===== src/rtl/sac_pkg.sv =====
// ----------------------------------------------------------------------------
// sac_pkg
// Shared types and constants of the sink accretion classifier.
// ----------------------------------------------------------------------------
package sac_pkg;

  localparam int FRAC_BITS_DEF = 16;
  localparam int CFG_IDX_W     = 3;
  localparam int QUEUE_DEPTH   = 2;
  localparam int STEP_CNT_W    = 7;
  localparam int DIV_STEPS     = 64;
  localparam int SQRT_W        = 128;

  typedef enum logic [CFG_IDX_W-1:0] {
    REG_CENTER_X        = 3'd0,
    REG_CENTER_Y        = 3'd1,
    REG_CENTER_Z        = 3'd2,
    REG_BOUNDARY_RADIUS = 3'd3,
    REG_FORCED_RADIUS   = 3'd4,
    REG_JMAX_PER_MASS   = 3'd5
  } cfg_reg_t;

  typedef struct packed {
    logic signed [31:0] center_x;
    logic signed [31:0] center_y;
    logic signed [31:0] center_z;
    logic [31:0]        boundary_radius;
    logic [31:0]        forced_radius;
    logic [31:0]        jmax_per_mass;
  } cfg_t;

  typedef struct packed {
    logic signed [31:0] pos_x;
    logic signed [31:0] pos_y;
    logic signed [31:0] pos_z;
    logic signed [31:0] vel_x;
    logic signed [31:0] vel_y;
    logic signed [31:0] vel_z;
    logic [31:0]        mass;
    logic               last;
    logic               acc;
    logic [63:0]        dsq;
  } entry_t;

  typedef struct packed {
    logic   valid;
    logic   pop;
    entry_t entry;
  } queue_rd_t;

endpackage


===== src/rtl/sac_queue.sv =====
// ----------------------------------------------------------------------------
// sac_queue
// Short FIFO between the classifying front and the accretion back end.
// ----------------------------------------------------------------------------
module sac_queue import sac_pkg::*; (
  input  logic      clk,
  input  logic      rst,
  input  logic      push,
  input  entry_t    push_entry,
  output logic      push_ready,
  output logic      rd_valid,
  output entry_t    rd_entry,
  input  logic      pop
);

  localparam int PTR_W = $clog2(QUEUE_DEPTH);
  localparam int CNT_W = $clog2(QUEUE_DEPTH + 1);

  entry_t           slots [QUEUE_DEPTH];
  logic [PTR_W-1:0] wr_ptr, rd_ptr;
  logic [CNT_W-1:0] cnt;
  logic             do_push, do_pop;

  assign push_ready = cnt != CNT_W'(QUEUE_DEPTH);
  assign rd_valid   = cnt != '0;
  assign rd_entry   = slots[rd_ptr];
  assign do_push    = push && push_ready;
  assign do_pop     = pop && rd_valid;

  function automatic logic [PTR_W-1:0] next_ptr(input logic [PTR_W-1:0] p);
    next_ptr = (p == PTR_W'(QUEUE_DEPTH - 1)) ? '0 : p + 1'b1;
  endfunction

  always_ff @(posedge clk) begin
    if (rst) begin
      wr_ptr <= '0;
      rd_ptr <= '0;
      cnt    <= '0;
    end else begin
      if (do_push) wr_ptr <= next_ptr(wr_ptr);
      if (do_pop)  rd_ptr <= next_ptr(rd_ptr);
      if (do_push && !do_pop) cnt <= cnt + 1'b1;
      else if (do_pop && !do_push) cnt <= cnt - 1'b1;
    end
  end

  always_ff @(posedge clk) begin
    if (do_push) slots[wr_ptr] <= push_entry;
  end

endmodule


===== config.mk =====
export PLATFORM = sky130hd
export DESIGN_NAME = sac_queue
export DESIGN_NICKNAME = d
export VERILOG_FILES = /design/src/rtl/sac_pkg.sv /design/src/rtl/sac_queue.sv
export SDC_FILE = /design/constraint.sdc
export NUM_CORES = 1
export LEC_CHECK = 0
export BUFFER_PORTS_ARGS = -buffer_cell sky130_fd_sc_hd__clkbuf_2
export CAP_MARGIN = 25
export CORE_MARGIN = 5
export CORE_UTILIZATION = 30
export DETAILED_ROUTE_END_ITERATION = 10
export HOLD_SLACK_MARGIN = 0.12
export PLACE_DENSITY = 0.56
export SYNTH_ARGS = -nofsm -noshare
export SYNTH_HDL_FRONTEND = slang
export SYNTH_SLANG_ARGS = --single-unit

===== constraint.sdc =====
create_clock -name clk -period 24.7 [get_ports clk]
set_input_delay 1.235 -clock clk [delete_from_list [all_inputs] [get_ports clk]]
set_output_delay 1.235 -clock clk [all_outputs]
set_load 0.02 [all_outputs]

# Word-level counts from Yosys, hierarchy flattened
# Memories as Yosys holds them, arrays and structs flattened. A register that Yosys moved wholly into a read port is not among the register bits.
# Cells that the tools add are included.
# op_classes
addsub	4
n_reduce_logical	8
n_mux	8
eq_ne	1
# op_table
operator	count
1-bit 2-to-1 mux	6
1-bit logical AND	4
2-bit 2-to-1 mux	2
2-bit nonzero test	2
1-bit adder (second input constant)	2
2-bit by 1-bit adder with 2-bit output (second input constant)	1
1-bit logical NOT	2
2-bit inequality test (second input constant)	1
2-bit by 1-bit subtractor with 2-bit output (second input constant)	1
# totals
output_inout_bits	292
ramBits	580
regBits	4
mem_count	1
wordCells	25
inputBits	294
# mem_list
memory	depth	width	read_ports	rd_clocked_by_memory_dff	write_ports	line_no	source
slots	2	290	1	1	1	sac_queue.sv:19	entry_t slots [QUEUE_DEPTH];

# Longest topological paths before layout
# Gate-level depths: netlist of run 1.
# depth
word_depth	6
mapped_depth	6
ltp_nobuf	6

# Worst setup path after synthesis of run 1
# OpenSTA, ideal clock, no wires.
# synth_path
path_kind	input -> register
startpoint	input port push
endpoint	memory slots[1][0] (netlist bit) (enable)
cell_stages	1
slack_ns	16.127
n_path_buf	0
t_required_ns	24.009
setup_time_ns	0.691
arrival_time_ns	7.882
path_cell_list	and3_1
# synth_between
elab_chain_cells	3
# synth_rtl
item	line_no	source
start: declaration	sac_queue.sv:8	input logic push,
1-bit logical AND	sac_queue.sv:27	assign do_push = push && push_ready;
1-bit 2-to-1 mux	sac_queue.sv:48	if (do_push) slots[wr_ptr] <= push_entry;
1-bit 2-to-1 mux (implied by the code)	sac_queue.sv:48	
end: declaration	sac_queue.sv:19	
# Every way passes these cells.

==> results of run 1 <==
-- report_power, final --
part | total (W) | internal (W) | switching, W
sequential | 0.00128 | 0.00124 | 0.0000419
combinational | 0.000784 | 0.000314 | 0.000470
clock | 0.000923 | 0.000556 | 0.000367
total | 0.00299 | 0.00211 | 0.000879
-- final cells by class --
| type | instances | share of cell area [%] |
|---|---|---|
| well taps | 950 | 4.31 |
| clock inverters | 40 | 1.72 |
| inverters | 1 | 0.0408 |
| diodes | 6 | 0.0544 |
| clock buffers | 70 | 5.66 |
| multi-input cells | 308 | 13.7 |
| flip-flops and latches | 585 | 63.5 |
| repair buffers | 596 | 11.0 |
-- routing by layer --
layer	wire length, um	GRT usage [%]	up-vias
li1	-	-	4973
met1	17700	12.9	5461
met2	26800	22.5	410
met3	3880	4.22	106
met4	1800	4.55	0
met5	0	0	-
-- per-stage QoR --
stage          total power [W]  std cells  hold slack (ns)  area (um2)  utilization [%]
2_1_floorplan          0.00188        926            0.471       21500                -
3_3_place_gp           0.00209       2439            0.494       25500             35.7
3_5_place_dp           0.00210       2439            0.502       25500             35.7
4_1_cts                0.00304       2549            0.519       27500             38.6
5_1_grt                0.00312       2555            0.537       27600             38.6
6_report               0.00299       2556            0.511       27600             38.6
-- sequential cells by signal (all words and copies together) (netlist names), named ones only --
signal,cells
cnt,2
rd_ptr,1
slots,580
wr_ptr,1
-- kinds of logic after synthesis --
family | Yosys count | synth area share, %
compound gates | 5 | 0.140
fa+ha+maj | 1 | 0.0582
xor+xnor | 3 | 0.122
simple gates | 9 | 0.233
buf+inv | 33 | 1.09
flops | 585 | 81.4
mux | 290 | 16.9
-- Yosys cell counts --
| cell type | count | area [um2] |
|---|---|---|
| a21bo_2 | 1 | 10.0 |
| a21oi_1 | 2 | 10.0 |
| and2_1 | 1 | 6.26 |
| and3_1 | 1 | 6.26 |
| buf_2 | 20 | 100 |
| buf_4 | 1 | 7.51 |
| buf_6 | 11 | 124 |
| dfxtp_1 | 5 | 100 |
| edfxtp_1 | 580 | 17400 |
| ha_1 | 1 | 12.5 |
| inv_1 | 1 | 3.75 |
| mux2_2 | 190 | 2140 |
| mux2_4 | 100 | 1500 |
| nand2b_1 | 1 | 6.26 |
| nand3b_1 | 1 | 7.51 |
| nor2_1 | 3 | 11.3 |
| o21ai_0 | 2 | 10.0 |
| or2_2 | 1 | 6.26 |
| or3_1 | 1 | 6.26 |
| xor2_1 | 3 | 26.3 |
-- critical path, stage by stage (launching register included) --
cell,delay [ns]
dfxtp_4,0.78
buf_4,0.78
buf_4,0.89
mux2_2,0.42
clkbuf_2,0.16
-- worst max path at each step --
stage	cells after the start	slack, ns	start	end
6_report	4	19.66	flip-flop	rd_entry[55]
5_1_grt	4	19.44	flip-flop	rd_entry[132]
2_1_floorplan	1	16.13	push	slots[1][0]$_DFFE_PP_
3_5_place_dp	4	20.21	flip-flop	rd_entry[55]
3_3_place_gp	4	20.23	flip-flop	rd_entry[227]
4_1_cts	4	19.52	flip-flop	rd_entry[55]
==> metrics.txt, run 1 <==
cells after synthesis 926; TritonCTS Buffers 61; CP max FO 56; starting density of the core 30.1%; wire per inst 19.6 um; Clock Path Buffers 3; storage element area 17,500 um2; Avg Vias per Cell 4.28; total clock sinks 585; reg2reg end slots[0][229]$_DFFE_PP_; fill count 6,621; unrepaired setup endpoints after global routing no; IO buf count 585; CP Launch Type flip-flop; Ports 586; sequential-to-total area share from yosys stat 81.4%; initial antenna violation count 6; Fin. Hold Viols 0; die span in y 278 um; crit path kind flip-flop to output pin; first-pass GRT wire length 73,100 um; CTS resizes 0; First-pass DRT Iterations 4; clk_lat worst skew 0.59 ns; NumNets Final 1,848; CP endpoint kind output pin; Iter 0 DRT Violations 510; post-route clock period utilization 20.4%; most common cell after layout, fill and taps aside clkbuf_2; Critical Path RT 23.47 ns; Slew @ Worst Pin 1.02 ns; WL final 50,200 um; Pleak 10.4 nW; Post-DP HPWL 35,300 um; Hold-fix buffers, CTS 0; Max Fclk 198 MHz; Total Routing Usage GR 12.2%; hold path depth 2; final worst setup slack 19.66 ns; P per Cell Area 108 nW/um2; Yosys warnings 0; CTS tree done; CTS Root Cell clkbuf_16; die span in x 278 um; syn nets 1,221; largest net degree at the start of global routing 133; Setup WS pre-CTS 20.21 ns; Core ar. 71,400 um2; layout cells sized above 1 61.7%; vias in the first global route 11.8k; htree depth 2; status finished clean; skew final 0.0147 ns; number of max-cap violations 0; vias post-DR 11.0k; Routed Antenna Nets 0; Worst-path clk slew 0.06 ns; DRC violations left 0; DIE AREA 77,200 um2; Setup violations, final 0; Distinct cells, synth 20; Post-Syn Area 21,500 um2; Multi-input gate area 3760 um2; Final Max Slew Viols 0; GPL Wtd Cong 0.800; hold_sp rd_ptr$_SDFFE_PP0P_; reg2reg path depth 6; total gr overflow 0; Hold WC Path Type flip-flop to flip-flop; slew margin rel. 32.3%; Area Overhead vs Synth 28.2%; crit path DAT 3.81 ns; VDD IR max 0.0657 mV; Setup TNS 0 ns; min Tclk post-route 5.04 ns; #FFs+latches synth 585; row count 98; RR Startpoint cnt[0]$_SDFFE_PP0P_; register-to-register setup slack 21.31 ns; commonest cells after routing, fill and taps aside 585 x clkbuf_2, 580 x edfxtp_1, 190 x mux2_2; Post-CTS Setup Bufs 0; Syn Area/Cell 23.2 um2
Power figures use the tool's default switching activity.
==> run 2: changes to the inputs <==
- clock period: 24.7 -> 5.2 ns (I/O delays scaled with it)
==> run 2 against run 1 <==
Non-clock buffer count rose by 297. Total power rose to 4.9 times the previous value. Setup slack got worse by 17 ns. Clock skew barely moved. Critical path depth fell by 1. Register-to-register slack got worse by 18 ns. Worst hold slack got worse by 0.11 ns.
==> metrics.txt, run 2 (synthesized netlist as in run 1, its figures left out) <==
unrepaired setup endpoints after global routing no (unchanged); skew final 0.0150 ns (was 0.0147 ns); Area Overhead vs Synth 42.3% (was 28.2%); placed cell area 25,600 um2 (was 25,500 um2); CP endpoint kind output pin (unchanged); critical path cell sequence buf_12 > mux2_2 > clkbuf_2 (was buf_4 > buf_4 > mux2_2 > clkbuf_2); Setup violations, final 0 (unchanged); crit path DAT 2.73 ns (was 3.81 ns); Clock Path Buffers 3 (unchanged); hold slack 0.403 ns (was 0.511 ns); Worst-path clk slew 0.06 ns (about the same); TritonCTS Buffers 66 (was 61); Post-DP HPWL 35,200 um (was 35,300 um); post-route cell area 30,600 um2 (was 27,600 um2); min Tclk post-route 2.99 ns; Critical Path Max Stage Delay 0.86 ns (was 0.89 ns); number of max-cap violations 0 (unchanged); reg2reg path depth 3 (was 6); Routed Antenna Nets 0 (unchanged); row count 98 (unchanged); total gr overflow 0 (unchanged); CP max FO 101 (was 56); starting density of the core 30.1% (unchanged); first-pass GRT wire length 77,900 um (was 73,100 um); vias post-DR 12.2k (was 11.0k); NumNets Final 2,150 (was 1,848); register-to-register setup slack 2.87 ns (was 21.31 ns); Largest regs slots (580), cnt (2) (unchanged); crit path kind flip-flop to output pin (unchanged); die span in x 278 um (unchanged); Setup TNS 0 ns (unchanged); vias in the first global route 13.5k (was 11.8k); GPL Wtd Cong 0.801 (was 0.800); Total Routing Usage GR 12.9% (was 12.2%); Final Max Slew Viols 0 (unchanged); wire per inst 18.5 um (was 19.6 um); Fin. Hold Viols 0 (unchanged); final worst setup slack 2.21 ns (was 19.66 ns); most common cell after layout, fill and taps aside clkbuf_2 (unchanged); VDD IR max 0.283 mV (was 0.0657 mV); WL final 52,700 um (was 50,200 um); total clock sinks 585 (unchanged); DRC violations left 0 (unchanged); CTS tree done (unchanged); Max Fclk 334 MHz; Avg Vias per Cell 4.26 (was 4.28); clk_lat worst skew 0.58 ns (was 0.59 ns); die span in y 278 um (unchanged); P per Cell Area 474 nW/um2 (was 108 nW/um2); Core Util, Final 42.9% (was 38.6%); Slew @ Worst Pin 1.01 ns (was 1.02 ns); CTS Root Cell clkbuf_16 (unchanged); max reg flops 580 (unchanged); Critical Path RT 4.94 ns (was 23.47 ns); IO buf count 585 (unchanged); RR Startpoint cnt[0]$_SDFFE_PP0P_ (unchanged); First-pass DRT Iterations 5 (was 4); Pleak 11.7 nW (was 10.4 nW); Core ar. 71,400 um2 (unchanged); Hold WC Path Type input port to flip-flop (was flip-flop to flip-flop); register with the most flip-flops slots (unchanged); layout cells sized above 1 51.7% (was 61.7%); Ports 586 (unchanged); Setup WS pre-CTS 2.81 ns (was 20.21 ns); largest net degree at the start of global routing 149 (was 133); reg2reg end slots[1][267]$_DFFE_PP_ (was slots[0][229]$_DFFE_PP_); CP Launch Type flip-flop (unchanged); CP max stage cell dfxtp_4 (was buf_4); Iter 0 DRT Violations 492 (was 510); post-route clock period utilization 57.6%; htree depth 3 (was 2); crit path to rd_entry[90] (was rd_entry[55]); n_diodes 0 (was 6); status finished clean (unchanged); commonest cells after routing, fill and taps aside 585 x clkbuf_2, 580 x edfxtp_1, 294 x dlygate4sd3_1 (was 585 x clkbuf_2, 580 x edfxtp_1, 190 x mux2_2); initial antenna violation count 0 (was 6); fill count 6,395 (was 6,621); DIE AREA 77,200 um2 (unchanged); slew margin rel. 32.7% (was 32.3%)
run 2: cell count changes in the layout (fill, tap and decap cells not counted), moves of 3 or more:
cell and delta:
clkbuf_16 +5, clkbuf_1 +6, inv_16 +3, bufinv_16 -6, clkinv_2 -12, inv_6 +4
buf_12 +6, dlygate4sd3_1 +294, diode_2 -6, clkinvlp_4 -4, clkinv_1 +8
run 2: final cells by class:
class / instances / area (um2) / share of cell area [%]
inverter: 1 / 7.51 / 0.0245
sequential: 585 / 17500 / 57.2
clock buffer: 81 / 1710 / 5.58
clock inverter: 33 / 350 / 1.14
multi-input combinational: 308 / 3770 / 12.3
tap: 950 / 1190 / 3.88
timing repair buffer: 893 / 6060 / 19.8
run 2: metrics by stage:
step | cells | power [W]
after floorplan | 926 | 0.00884
after global placement | 2443 | 0.0100
after detailed placement | 2443 | 0.0101
after CTS | 2851 | 0.0147
after global routing | 2851 | 0.0152
final | 2851 | 0.0145
run 2: timing repair:
action / 4_1_cts / 5_1_grt
resized for setup: 0 / 0
endpoints found under the hold margin: 585 / 0
endpoints found under the setup margin: 0 / 0
hold buffers: 294 / 0
setup buffers: 0 / 0
run 2: routing by layer:
layer  global-route usage [%]  wire length [um]  share of wire [%]  vias to the layer above
met5                        0                 0                  0                        -
li1                         -                 -                  -                     5574
met4                     5.57              2220                4.2                        0
met1                     13.7             19000                 36                     6015
met2                     23.7             28100                 53                      439
met3                     4.05              3360                6.4                      127
run 2: power by group:
part | leakage, nW | internal, W | switching, W
logic | 5.22 | 0.00166 | 0.00232
clock network | 0.991 | 0.00257 | 0.00184
registers | 5.46 | 0.00590 | 0.000207
total | 11.7 | 0.0101 | 0.00437
run 2: worst min-delay path by stage:
stage                               start                 endpoint  slack, ns  depth (start not counted)
after CTS                  push_entry[42]   slots[1][42]$_DFFE_PP_       0.33                          2
after global placement    push_entry[158]  slots[0][158]$_DFFE_PP_       0.45                          1
final                      push_entry[95]   slots[1][95]$_DFFE_PP_       0.40                          2
after floorplan                       rst      cnt[0]$_SDFFE_PP0P_       0.32                          1
after detailed placement  push_entry[117]  slots[1][117]$_DFFE_PP_       0.45                          1
after global routing       push_entry[44]   slots[1][44]$_DFFE_PP_       0.36                          2
run 2: worst max-delay path, delay by kind of cell (launching register included):
kind | cells | cell delay, ns
DFF | 1 | 0.86
muxes | 1 | 0.43
buffers and inverters | 2 | 0.59
